==> src/rtl/assert_macros.svh <==
// ----------------------------------------------------------------------------
// Assertion macros shared by the decompressor RTL.
// ----------------------------------------------------------------------------
`ifndef ASSERT_MACROS_SVH
`define ASSERT_MACROS_SVH

// Same-cycle implication, checked outside reset.
`define LZ_ASSERT_IMPL(lbl, clk, rst, ante, cons, msg) \
  lbl: assert property (@(posedge clk) disable iff (rst) (ante) |-> (cons)) \
    else $error(msg);

// Next-cycle implication, checked outside reset.
`define LZ_ASSERT_NEXT(lbl, clk, rst, ante, cons, msg) \
  lbl: assert property (@(posedge clk) disable iff (rst) (ante) |=> (cons)) \
    else $error(msg);

`endif

==> src/rtl/lz77td_pkg.sv <==
// ----------------------------------------------------------------------------
// lz77td_pkg
// Shared constants, codes and controller/datapath interface types.
// ----------------------------------------------------------------------------
`default_nettype none

package lz77td_pkg;

  localparam int BYTE_W         = 8;
  localparam int WINDOW_SIZE    = 4096;
  localparam int WIN_AW         = $clog2(WINDOW_SIZE);
  localparam int MIN_MATCH      = 3;
  localparam int COUNT_BITS_DEF = 24;
  localparam int OUT_COUNT_W    = 24;
  localparam int CAP_W          = 24;
  localparam int STATUS_W       = 3;
  localparam int LEN_W          = 5;
  localparam int NIB_W          = 4;
  localparam int TAG_LIT_BIT    = 7;

  localparam logic [CAP_W-1:0] CAP_RESET = '1;

  typedef enum logic [STATUS_W-1:0] {
    ST_DATA    = 3'd0,
    ST_DONE    = 3'd1,
    ST_TRUNC   = 3'd2,
    ST_BADDIST = 3'd3,
    ST_OVER    = 3'd4
  } status_t;

  typedef enum logic [1:0] {
    PH_TAG = 2'd0,
    PH_LIT = 2'd1,
    PH_DLO = 2'd2,
    PH_DHI = 2'd3
  } phase_t;

  typedef enum logic [1:0] {
    EM_LIT  = 2'd0,
    EM_COPY = 2'd1,
    EM_STAT = 2'd2
  } emit_kind_t;

  typedef struct packed {
    logic       accept;
    logic       load_len;
    logic       load_dlo;
    logic       start_copy;
    logic       emit;
    emit_kind_t kind;
    status_t    status;
    logic       last;
  } cmd_t;

  typedef struct packed {
    logic in_start;
    logic tag_lit;
    logic item_end;
    logic can_emit;
    logic cap_hit;
    logic dist_bad;
    logic copy_last;
  } sts_t;

endpackage

`default_nettype wire

==> src/rtl/lz77td_ctrl.sv <==
// ----------------------------------------------------------------------------
// lz77td_ctrl
// Controller: token parser, error/close state and match copy sequencing.
// ----------------------------------------------------------------------------
`default_nettype none
`include "assert_macros.svh"

module lz77td_ctrl import lz77td_pkg::*; (
  input  logic clk,
  input  logic rst,
  input  logic in_valid,
  output logic in_ready,
  input  sts_t sts,
  output cmd_t cmd
);

  typedef enum logic [4:0] {
    S_IDLE   = 5'b00001,
    S_DECODE = 5'b00010,
    S_COPY   = 5'b00100,
    S_FIN    = 5'b01000,
    S_SPARE  = 5'b10000
  } state_t;

  state_t state, state_next;
  phase_t phase, phase_next;
  logic   err, err_next;

  assign in_ready = (state == S_IDLE);

  always_ff @(posedge clk) begin
    if (rst) begin
      state <= S_IDLE;
      phase <= PH_TAG;
      err   <= 1'b0;
    end else begin
      state <= state_next;
      phase <= phase_next;
      err   <= err_next;
    end
  end

  always_comb begin
    cmd        = '0;
    state_next = state;
    phase_next = phase;
    err_next   = err;
    case (state)
      S_IDLE: begin
        if (in_valid) begin
          cmd.accept = 1'b1;
          state_next = S_DECODE;
          if (sts.in_start) begin
            phase_next = PH_TAG;
            err_next   = 1'b0;
          end
        end
      end
      S_DECODE: begin
        if (err) begin
          // drop bytes of a closed stream
          state_next = S_IDLE;
        end else if (sts.can_emit) begin
          state_next = S_IDLE;
          case (phase)
            PH_TAG: begin
              cmd.load_len = !sts.tag_lit;
              phase_next   = sts.tag_lit ? PH_LIT : PH_DLO;
              if (sts.item_end) begin
                cmd.emit   = 1'b1;
                cmd.kind   = EM_STAT;
                cmd.status = ST_TRUNC;
                cmd.last   = 1'b1;
                err_next   = 1'b1;
                phase_next = PH_TAG;
              end
            end
            PH_LIT: begin
              phase_next = PH_TAG;
              cmd.emit   = 1'b1;
              if (sts.cap_hit) begin
                cmd.kind   = EM_STAT;
                cmd.status = ST_OVER;
                cmd.last   = 1'b1;
                err_next   = 1'b1;
              end else begin
                cmd.kind   = EM_LIT;
                cmd.last   = !sts.item_end;
                state_next = sts.item_end ? S_FIN : S_IDLE;
              end
            end
            PH_DLO: begin
              cmd.load_dlo = 1'b1;
              phase_next   = PH_DHI;
              if (sts.item_end) begin
                cmd.emit   = 1'b1;
                cmd.kind   = EM_STAT;
                cmd.status = ST_TRUNC;
                cmd.last   = 1'b1;
                err_next   = 1'b1;
                phase_next = PH_TAG;
              end
            end
            PH_DHI: begin
              phase_next = PH_TAG;
              if (sts.dist_bad) begin
                cmd.emit   = 1'b1;
                cmd.kind   = EM_STAT;
                cmd.status = ST_BADDIST;
                cmd.last   = 1'b1;
                err_next   = 1'b1;
              end else begin
                cmd.start_copy = 1'b1;
                state_next     = S_COPY;
              end
            end
            default: begin
              phase_next = PH_TAG;
            end
          endcase
        end
      end
      S_COPY: begin
        if (sts.can_emit) begin
          cmd.emit = 1'b1;
          if (sts.cap_hit) begin
            cmd.kind   = EM_STAT;
            cmd.status = ST_OVER;
            cmd.last   = 1'b1;
            err_next   = 1'b1;
            state_next = S_IDLE;
          end else begin
            cmd.kind = EM_COPY;
            cmd.last = sts.copy_last && !sts.item_end;
            if (sts.copy_last) begin
              state_next = sts.item_end ? S_FIN : S_IDLE;
            end
          end
        end
      end
      S_FIN: begin
        if (sts.can_emit) begin
          cmd.emit   = 1'b1;
          cmd.kind   = EM_STAT;
          cmd.status = ST_DONE;
          cmd.last   = 1'b1;
          err_next   = 1'b1;
          state_next = S_IDLE;
        end
      end
      default: begin
        state_next = S_IDLE;
      end
    endcase
  end

  `LZ_ASSERT_IMPL(a_emit_slot, clk, rst, cmd.emit, sts.can_emit,
                  "result issued while the output register is full")
  `LZ_ASSERT_NEXT(a_close_latch, clk, rst, cmd.emit && (cmd.kind == EM_STAT), err,
                  "stream not closed after a status result")
  `LZ_ASSERT_IMPL(a_copy_phase, clk, rst, state == S_COPY, phase == PH_TAG,
                  "parser not back at tag during a match copy")

endmodule

`default_nettype wire

==> config.mk <==
export PLATFORM = sky130hd
export DESIGN_NAME = lz77td_ctrl
export DESIGN_NICKNAME = d
export VERILOG_FILES = /design/src/rtl/lz77td_pkg.sv /design/src/rtl/lz77td_ctrl.sv
export VERILOG_INCLUDE_DIRS = /design/src /design/src/rtl
export SDC_FILE = /design/constraint.sdc
export NUM_CORES = 1
export LEC_CHECK = 0
export ABC_CLOCK_PERIOD_IN_PS = 2510
export BUFFER_PORTS_ARGS = -buffer_cell sky130_fd_sc_hd__buf_2
export CAP_MARGIN = 40
export CORE_ASPECT_RATIO = 0.8
export CORE_MARGIN = 5
export CORE_UTILIZATION = 42
export CTS_BUF_LIST = sky130_fd_sc_hd__clkbuf_4 sky130_fd_sc_hd__clkbuf_8
export DETAILED_ROUTE_END_ITERATION = 8
export MAX_ROUTING_LAYER = met4
export PLACE_DENSITY = 0.71
export SYNTH_ARGS = -nofsm -noshare
export SYNTH_HDL_FRONTEND = slang
export SYNTH_SLANG_ARGS = --single-unit
export TNS_END_PERCENT = 10
==> constraint.sdc <==
create_clock -name clk -period 2.51 [get_ports clk]
set_clock_uncertainty 0.15 [all_clocks]
set_input_delay 0.1255 -clock clk [delete_from_list [all_inputs] [get_ports clk]]
set_output_delay 0.1255 -clock clk [all_outputs]
set_load 0.05 [all_outputs]
==> flow_summary.toml, run 1 <==
[critical_path]
arrival_ns = 2.02
cp-startpoint = "state[2]"
ff2ff_path_depth = 4
cp.required_ns = 2.23
r2r_setup_slack_ns = 0.38
worstPathMaxFanout = 10
reg2reg_from = "state[2]"
endpoint = "cmd[0]"
cp-end-kind = "output pin"
r2r-end = "state[1]"
critical_path_class = "reg -> out"
cp-start-kind = "flip-flop"

[layout]
drive_gt1_share_pct = 33.9
syn2layout_area_growth_pct = 14.4
final_area_um2 = 946
fin_cells = 142
diodes = 0
nNetsFinal = 129

[global_routing]
grt.overflow.total = 0
grt_pass1_wl_um = 3710
grt_usage_pct = 16.7
antenna_found_initial = 0
grt_pass1_vias = 782
grt_max_degree = 14

[clock_tree]
ctsResizeCount = 0
path_clk_slew_ns = 0.05
cts_buffers = 3
clk_path_buf_depth = 2
clock-sinks = 7
postCtsSetupBuffers = 0
cts_max_level = 1
clk_latency_ns = 0.26
cts_tree = "yes"
cts_hold_buffers = 0
ctsRootBufferMaster = "clkbuf_4"

[yosys]
syn-cell-area_um2 = 827
synth_warnings = 0
seq_area_frac_synth_pct = 16.9
syn-num-nets = 110
async_flop_share_pct = 0
synth_top_area_share_pct = 16.9
yosysTopAreaCell = "dfxtp_1"
synth_flop_cell = "dfxtp_1"
synth_area_leaders = "dfxtp_1 17%, nor4b_4 5.7%, nor2_1 4.1%"
yosysMostFrequentCell = "nor2_1"
yosysUniqueCellTypes = 48
yosys-top-cells-count = "9 x nor2_1, 7 x dfxtp_1, 6 x inv_1, 6 x nand2_1, 6 x o21ai_0"
synth_edf_count = 0
synth_seq_cells = 7
syn_inst = 100
syn_avg_cell_area_um2 = 8.27

[timing]
hold_violations = 0
grt_setup_unrepaired = "no"
slew_headroom_pct = 64.8
tns_ns = 0
tightestPinTransition_ns = 0.527
maxSlewViolCount = 0
min_period_ns = 2.29
setup_viol = 0
max_freq_mhz = 436
final.period_utilization_pct = 91.3
layout_setup_ws_ns = 0.218

[hold_path]
hold_start = "sts[5]"
hold_path.class = "in -> reg"

[routing]
drt_wl_total_um = 2270
dr.max_layer_used = "met4"
drcViolationCount = 0
drt_first_pass_iters = 4
first_iter_violations = 38
wl_per_cell_um = 16.0
wl_met3_um = 172
met1_length_um = 1040
routed_via_density = 5.93
wl_met2_um = 1030
vias = 842
ant_nets = 0

[die]
initial_utilization_pct = 44.1
io_pins = 22
die_area_um2 = 2960
die_x_um = 59.6
coreArea_um2 = 1870
die_y_um = 49.7
rows = 14

[place]
preCtsSetupSlack_ns = 0.376
place_area_um2 = 915
port_buffers = 21
place.gp.congestion = 0.862
place_inst = 138
dpl.hpwl_um = 1810

[flow_run]
drv_cap = 0

[run_status]
outcome = "completed"

[pwr]
p_leak_nw = 0.368
ir_drop_mv = 0.296
power_density_nw_per_um2 = 485
==> cell usage in the layout (no fill, tap or decap), types with 2 or more instances in the layout <==
cell type  instances
clkbuf_4           4
or3b_1             2
a21oi_1            5
dfxtp_1            6
o21ai_0            6
nor4b_4            2
or3b_4             2
nand3_1            3
mux2i_1            2
nand2_1            6
a211o_1            3
nor2_1             9
buf_2             21
o32ai_1            2
and3_1             2
inv_1              6
and2_1             2
nand2b_1           2
nor3_1             4
==> through the flow <==
| stage | hold slack (ns) | power (mW) | util [%] |
|---|---|---|---|
| final | 0.0234 | 0.458 | 50.5 |
| after global routing | 0.0305 | 0.485 | 50.5 |
| after CTS | 0.0267 | 0.456 | 50.4 |
| after detailed placement | 0.299 | 0.341 | 48.8 |
| after global placement | 0.266 | 0.336 | 48.8 |
| after floorplan | 0.161 | 0.300 | - |
==> worst max-delay path, cell delays in order, from the launching register on <==
cell and delay, ns:
dfxtp_1 0.63, nor4b_4 0.50, nand2_1 0.14, o221ai_1 0.20, buf_2 0.29
==> cell families after synthesis <==
family	Yosys count	synth area share [%]
mux	3	3.78
buf+inv	14	9.38
flops	7	16.9
xor+xnor	1	1.06
simple gates	44	36.8
compound gates	31	32.1
==> sequential cells by signal, indices dropped and copies added, names as in the netlist <==
signal	count
state	4
phase	2
err	1
==> worst min path at each step <==
stage	cells after the start	to
after floorplan	2	phase[1]
after global routing	3	phase[1]
after detailed placement	3	phase[1]
final	3	phase[1]
after global placement	3	phase[1]
after CTS	3	phase[1]
==> routing by layer <==
metal,GRT usage [%],vias to the layer above
met5,-,-
met4,5.54,0
met3,4.44,5
met2,24.0,34
met1,22.5,386
li1,-,417
==> report_power, final <==
part | leakage, nW | internal (mW) | switching, mW
sequential | 0.0573 | 0.120 | 0.0293
clock | 0.0184 | 0.0717 | 0.0460
combinational | 0.292 | 0.0778 | 0.113
total | 0.368 | 0.270 | 0.189
==> area by class of cell <==
class / count / area, µm²
Clock buffer: 4 / 30.0
Fill cell: 201 / 928
Inverter: 6 / 22.5
Multi-Input combinational cell: 79 / 609
Sequential cell: 7 / 141
Tap cell: 24 / 30.0
Timing Repair Buffer: 22 / 113
No activity file was read; power rests on OpenSTA's default activity.
==> inputs of run 2 (changes only) <==
--- a/config.mk
+++ b/config.mk
@@ -6,6 +6,7 @@
 export SDC_FILE = /design/constraint.sdc
 export NUM_CORES = 1
 export LEC_CHECK = 0
+export ABC_AREA = 1
 export ABC_CLOCK_PERIOD_IN_PS = 2510
 export BUFFER_PORTS_ARGS = -buffer_cell sky130_fd_sc_hd__buf_2
 export CAP_MARGIN = 40
@@ -15,7 +16,7 @@
 export CTS_BUF_LIST = sky130_fd_sc_hd__clkbuf_4 sky130_fd_sc_hd__clkbuf_8
 export DETAILED_ROUTE_END_ITERATION = 8
 export MAX_ROUTING_LAYER = met4
-export PLACE_DENSITY = 0.71
+export PLACE_DENSITY = 0.73
 export SYNTH_ARGS = -nofsm -noshare
 export SYNTH_HDL_FRONTEND = slang
 export SYNTH_SLANG_ARGS = --single-unit
==> flow_summary.toml, run 2 <==
[clock_tree]
ctsResizeCount = 0
cts_tree = "yes"
postCtsSetupBuffers = 0
clk_path_buf_depth = 2
cts_buffers = 3
path_clk_slew_ns = 0.05
clock-sinks = 7
cts_max_level = 1
ctsRootBufferMaster = "clkbuf_4"
clk_latency_ns = 0.25

[layout]
final-seq-area_um2 = 140
drive_gt1_share_pct = 26.3
layout_common_cells = "33 x nand2_1, 22 x nor2_1, 21 x buf_2"
largestRegisters = "state x4, phase x2, err x1"
multiInputGateArea_um2 = 474
largest_register = "state"
fill_cells = 181
diodes = 0
syn2layout_area_growth_pct = 24.6
largest_reg_flops = 4
layout_commonest_cell = "nand2_1"
nNetsFinal = 163

[critical_path]
arrival_ns = 1.67
ff2ff_path_depth = 9
r2r-end = "state[0]"
cp.required_ns = 2.23
worstPathMaxFanout = 9
cp-end-kind = "output pin"
cp-start-kind = "flip-flop"
endpoint = "cmd[0]"
r2r_setup_slack_ns = 1.07
cp-startpoint = "state[1]"
critical_path_class = "reg -> out"
reg2reg_from = "state[0]"

[routing]
wl_per_cell_um = 10.5
vias = 844
drt_wl_total_um = 1830
drcViolationCount = 0
ant_nets = 0
routed_via_density = 4.85
drt_first_pass_iters = 5
first_iter_violations = 27

[hold_path]
hold_path.class = "in -> reg"

[timing]
final.period_utilization_pct = 77.5
max_freq_mhz = 514
setup_viol = 0
min_period_ns = 1.95
slew_headroom_pct = 82.6
tightestPinTransition_ns = 0.260
maxSlewViolCount = 0
grt_setup_unrepaired = "no"
hold_violations = 0
tns_ns = 0

[yosys]
syn_avg_cell_area_um2 = 5.57
syn-num-nets = 136
yosysMostFrequentCell = "nand2_1"
synth_seq_cells = 7
syn-cell-area_um2 = 702
synth_warnings = 0
yosys-top-cells-count = "33 x nand2_1, 22 x nor2_1, 16 x inv_1"
synth_area_leaders = "dfxtp_1 20%, nand2_1 18%, nor2_1 12%"
yosysUniqueCellTypes = 21
synth_flop_cell = "dfxtp_1"
synth_edf_count = 0
yosysTopAreaCell = "dfxtp_1"
syn_inst = 126
synth_top_area_share_pct = 20.0
async_flop_share_pct = 0
seq_area_frac_synth_pct = 20.0

[pwr]
p_leak_nw = 0.480
power_density_nw_per_um2 = 560
total_power_mw = 0.490
ir_drop_mv = 0.339

[place]
place.gp.congestion = 0.842
dpl.hpwl_um = 1540
port_buffers = 21

[global_routing]
use_met3_pct = 5.32
grt_max_degree = 10
met2_usage_pct = 26.4
antenna_found_initial = 0
grt.busiest_layer = "met2"
met1_usage_pct = 20.6
grt_usage_pct = 16.8
grt_pass1_wl_um = 3240
grt_pass1_vias = 800
grt.overflow.total = 0

[die]
die_y_um = 46.6
die_x_um = 55.7
rows = 13
coreArea_um2 = 1610
initial_utilization_pct = 43.6
io_pins = 22
die_area_um2 = 2590

[flow_run]
drv_cap = 0

[run_status]
outcome = "completed"
[run 2: cell types whose count changed after synthesis, moves of 3 or more]
| cell | change |
|---|---|
| inv_1 | +10 |
| buf_6 | -3 |
| inv_2 | +6 |
| nand2_2 | +3 |
| nand3_1 | +12 |
| a211o_1 | -3 |
| nand2_1 | +27 |
| nor2_1 | +13 |
[run 2: where the power goes]
group	switching [mW]	leakage (nW)	internal, mW
Clock	0.0412	0.0184	0.0714
Combinational	0.166	0.405	0.0712
Sequential	0.0145	0.0573	0.126
[run 2: what timing repair did]
item / 4_1_cts / 5_1_grt
endpoints found under the hold margin: 3 / 0
endpoints found under the setup margin: 0 / 0
hold buffers: 1 / 0
[run 2: how the worst min path moves through the flow]
stage / startpoint / to / slack [ns] / depth (start not counted)
finish: in_valid / state[1] / 0.10 / 5
global route: in_valid / state[1] / 0.12 / 5
CTS: in_valid / state[1] / 0.1 / 5
detailed placement: rst / state[1] / 0.20 / 2
global placement: rst / state[1] / 0.20 / 2
floorplan: rst / err / 0.04 / 1
[run 2: critical path: stages (launching register included)]
cell and delay (ns):
dfxtp_1 0.38, nand2_2 0.11, nor2_8 0.20, nand3_4 0.14, inv_2 0.08, nand2_1 0.07
o21ai_1 0.14, buf_2 0.28
[run 2: through the flow]
step,cell area [µm²],std cells,setup slack [ns],util [%],hold slack (ns)
6_report,875,174,0.565,54.3,0.102
5_1_grt,875,174,0.427,54.3,0.124
4_1_cts,875,174,0.597,54.3,0.0980
3_5_place_dp,835,169,0.879,51.8,0.200
3_3_place_gp,835,169,0.893,51.8,0.203
2_1_floorplan,702,126,0.381,-,0.0446
[run 2: logic make-up after synthesis]
logic type / Yosys count / share of synthesized area (%)
AO/OA/AOI/OAI: 11 / 10.5
flip-flops: 7 / 20.0
AND/OR/NAND/NOR: 85 / 57.0
buffers and inverters: 23 / 12.5
[run 2: layout make-up]
cell class | instances | share of cell area (%)
tap | 22 | 3.15
multi-input combinational | 96 | 54.2
sequential | 7 | 16.0
clock buffer | 4 | 3.43
timing repair buffer | 22 | 13.2
inverter | 23 | 10.0
[run 2: routing by layer]
layer | up-vias | share of wire [%]
met4 | 0 | 1.3
met2 | 26 | 44
met5 | - | 0
li1 | 455 | -
met3 | 4 | 7.7
met1 | 359 | 47
==> inputs of run 3 (changes only) <==
--- a/config.mk
+++ b/config.mk
@@ -7,7 +7,7 @@
 export NUM_CORES = 1
 export LEC_CHECK = 0
 export ABC_AREA = 1
-export ABC_CLOCK_PERIOD_IN_PS = 2510
+export ABC_CLOCK_PERIOD_IN_PS = 1900
 export BUFFER_PORTS_ARGS = -buffer_cell sky130_fd_sc_hd__buf_2
 export CAP_MARGIN = 40
 export CORE_ASPECT_RATIO = 0.8
==> constraint.sdc (replaced) <==
create_clock -name clk -period 1.9 [get_ports clk]
set_clock_uncertainty 0.15 [all_clocks]
set_input_delay 0.095 -clock clk [delete_from_list [all_inputs] [get_ports clk]]
set_output_delay 0.095 -clock clk [all_outputs]
set_load 0.05 [all_outputs]
==> flow_summary.toml, run 3 (synthesis results as in run 2) <==
[global_routing]
met2_usage_pct = 24.1
grt_pass1_wl_um = 3100
met1_usage_pct = 20.9
grt.overflow.total = 0
grt_usage_pct = 16.0
antenna_found_initial = 0
grt_max_degree = 10
grt.busiest_layer = "met2"
use_met3_pct = 7.00
grt_pass1_vias = 735

[pwr]
ir_drop_mv = 0.397
swShare_pct = 45.0
p_int_mw = 0.359
combPwrFrac_pct = 48.5
p_leak_nw = 0.493
total_power_mw = 0.652
switchingPower_mw = 0.293
power_density_nw_per_um2 = 726
p_seq_share_pct = 28.6
p_clk_share_pct = 22.9

[critical_path]
max_stage_delay_ns = 0.33
cp-end-kind = "output pin"
cp_num_buf_inv = 3
cp.required_ns = 1.65
crit_path_top_delay_cell = "dfxtp_1"
arrival_ns = 1.51
worstPathMaxFanout = 6
critical_path.cell_chain = "inv_2 > nand2_2 > nor2_8 > nand3_4 > inv_2 > nand2_1 > o21ai_1 > buf_6"
cp-start-kind = "flip-flop"
crit_top_cell = "inv_2"
r2r_setup_slack_ns = 0.44
crit_family = "simple AND/OR/NAND/NOR gates"
critical_path_class = "reg -> out"

[routing]
wl_per_cell_um = 10.3
drt_first_pass_iters = 4
drt_wl_total_um = 1810
ant_nets = 0
routed_via_density = 4.89
vias = 860
first_iter_violations = 34
drcViolationCount = 0

[timing]
worst_hold_slack_ns = 0.0669
max_freq_mhz = 571
slew_headroom_pct = 83.1
min_period_ns = 1.75
tightestPinTransition_ns = 0.255
hold_violations = 0
tns_ns = 0
setup_viol = 0
final.period_utilization_pct = 92.1
maxSlewViolCount = 0

[layout]
syn2layout_area_growth_pct = 28.0
largestRegisters = "state x4, phase x2, err x1"
layout_commonest_cell = "nand2_1"
fill_cells = 165
layout_common_cells = "33 x nand2_1, 22 x nor2_1, 19 x buf_2"
nNetsFinal = 165
fin_cells = 176
final_area_um2 = 898
largest_register = "state"
drive_gt1_share_pct = 27.3
largest_reg_flops = 4
diodes = 0

[clock_tree]
path_clk_slew_ns = 0.05
clk_path_buf_depth = 2
cts_buffers = 3
clk_latency_ns = 0.25
ctsRootBufferMaster = "clkbuf_4"
cts_max_level = 1
cts_tree = "yes"
clock-sinks = 7

[place]
dpl.hpwl_um = 1510
place_area_um2 = 835
place_inst = 169
place.gp.congestion = 0.879
port_buffers = 21

[die]
coreArea_um2 = 1610
io_pins = 22
initial_utilization_pct = 43.6
die_y_um = 46.6
die_area_um2 = 2590
die_x_um = 55.7
rows = 13

[hold_path]
hold_path.class = "in -> reg"

[flow_run]
drv_cap = 0

[run_status]
outcome = "completed"
run 3: worst register-to-register path, delay by kind of cell, from the launching register on:
| family | cells | cell delay (ns) |
|---|---|---|
| DFF | 1 | 0.38 |
| and+or+nand+nor | 7 | 0.72 |
| buffers and inverters | 2 | 0.10 |
run 3: worst paths after layout:
kind,end,start,cells past startpoint
worst max-delay path,cmd[0],state[3],8
worst min-delay path,state[1],in_valid,5
worst max register to register,state[0],state[2],9
worst min register to register,err,err,2
run 3: repair_timing:
action                                  4_1_cts  5_1_grt
endpoints found under the hold margin         3        0
setup buffers                                 0        2
endpoints found under the setup margin        0        5
gates resized for setup                       0        4
hold buffers                                  1        0
run 3: stage by stage:
stage | util [%] | worst slack, ns
after floorplan | - | -0.196
after global placement | 51.8 | 0.308
after detailed placement | 51.8 | 0.290
after CTS | 54.3 | 0.0163
after global routing | 55.8 | -0.0303
final | 55.8 | 0.150
run 3: final cells by class:
class	instances	area, µm²	area share (%)
clock buffer	4	30.0	3.34
inverter	23	87.6	9.75
multi-input combinational	96	474	52.8
sequential	7	140	15.6
tap	22	27.5	3.06
timing repair buffer	24	139	15.5
run 3: power groups by stage:
| stage | clock network [mW] | registers [mW] | logic, mW |
|---|---|---|---|
| after global routing | 0.170 | 0.191 | 0.355 |
| after CTS | 0.157 | 0.186 | 0.313 |
| after detailed placement | 0 | 0.189 | 0.310 |
| after floorplan | 0 | 0.184 | 0.248 |
| final | 0.149 | 0.186 | 0.316 |
| after global placement | 0 | 0.187 | 0.309 |
run 3: routing by layer:
metal / wire (µm) / vias to the layer above
met3: 151 / 0
met5: 0 / -
met2: 797 / 26
met4: 0 / 0
li1: - / 458
met1: 863 / 376
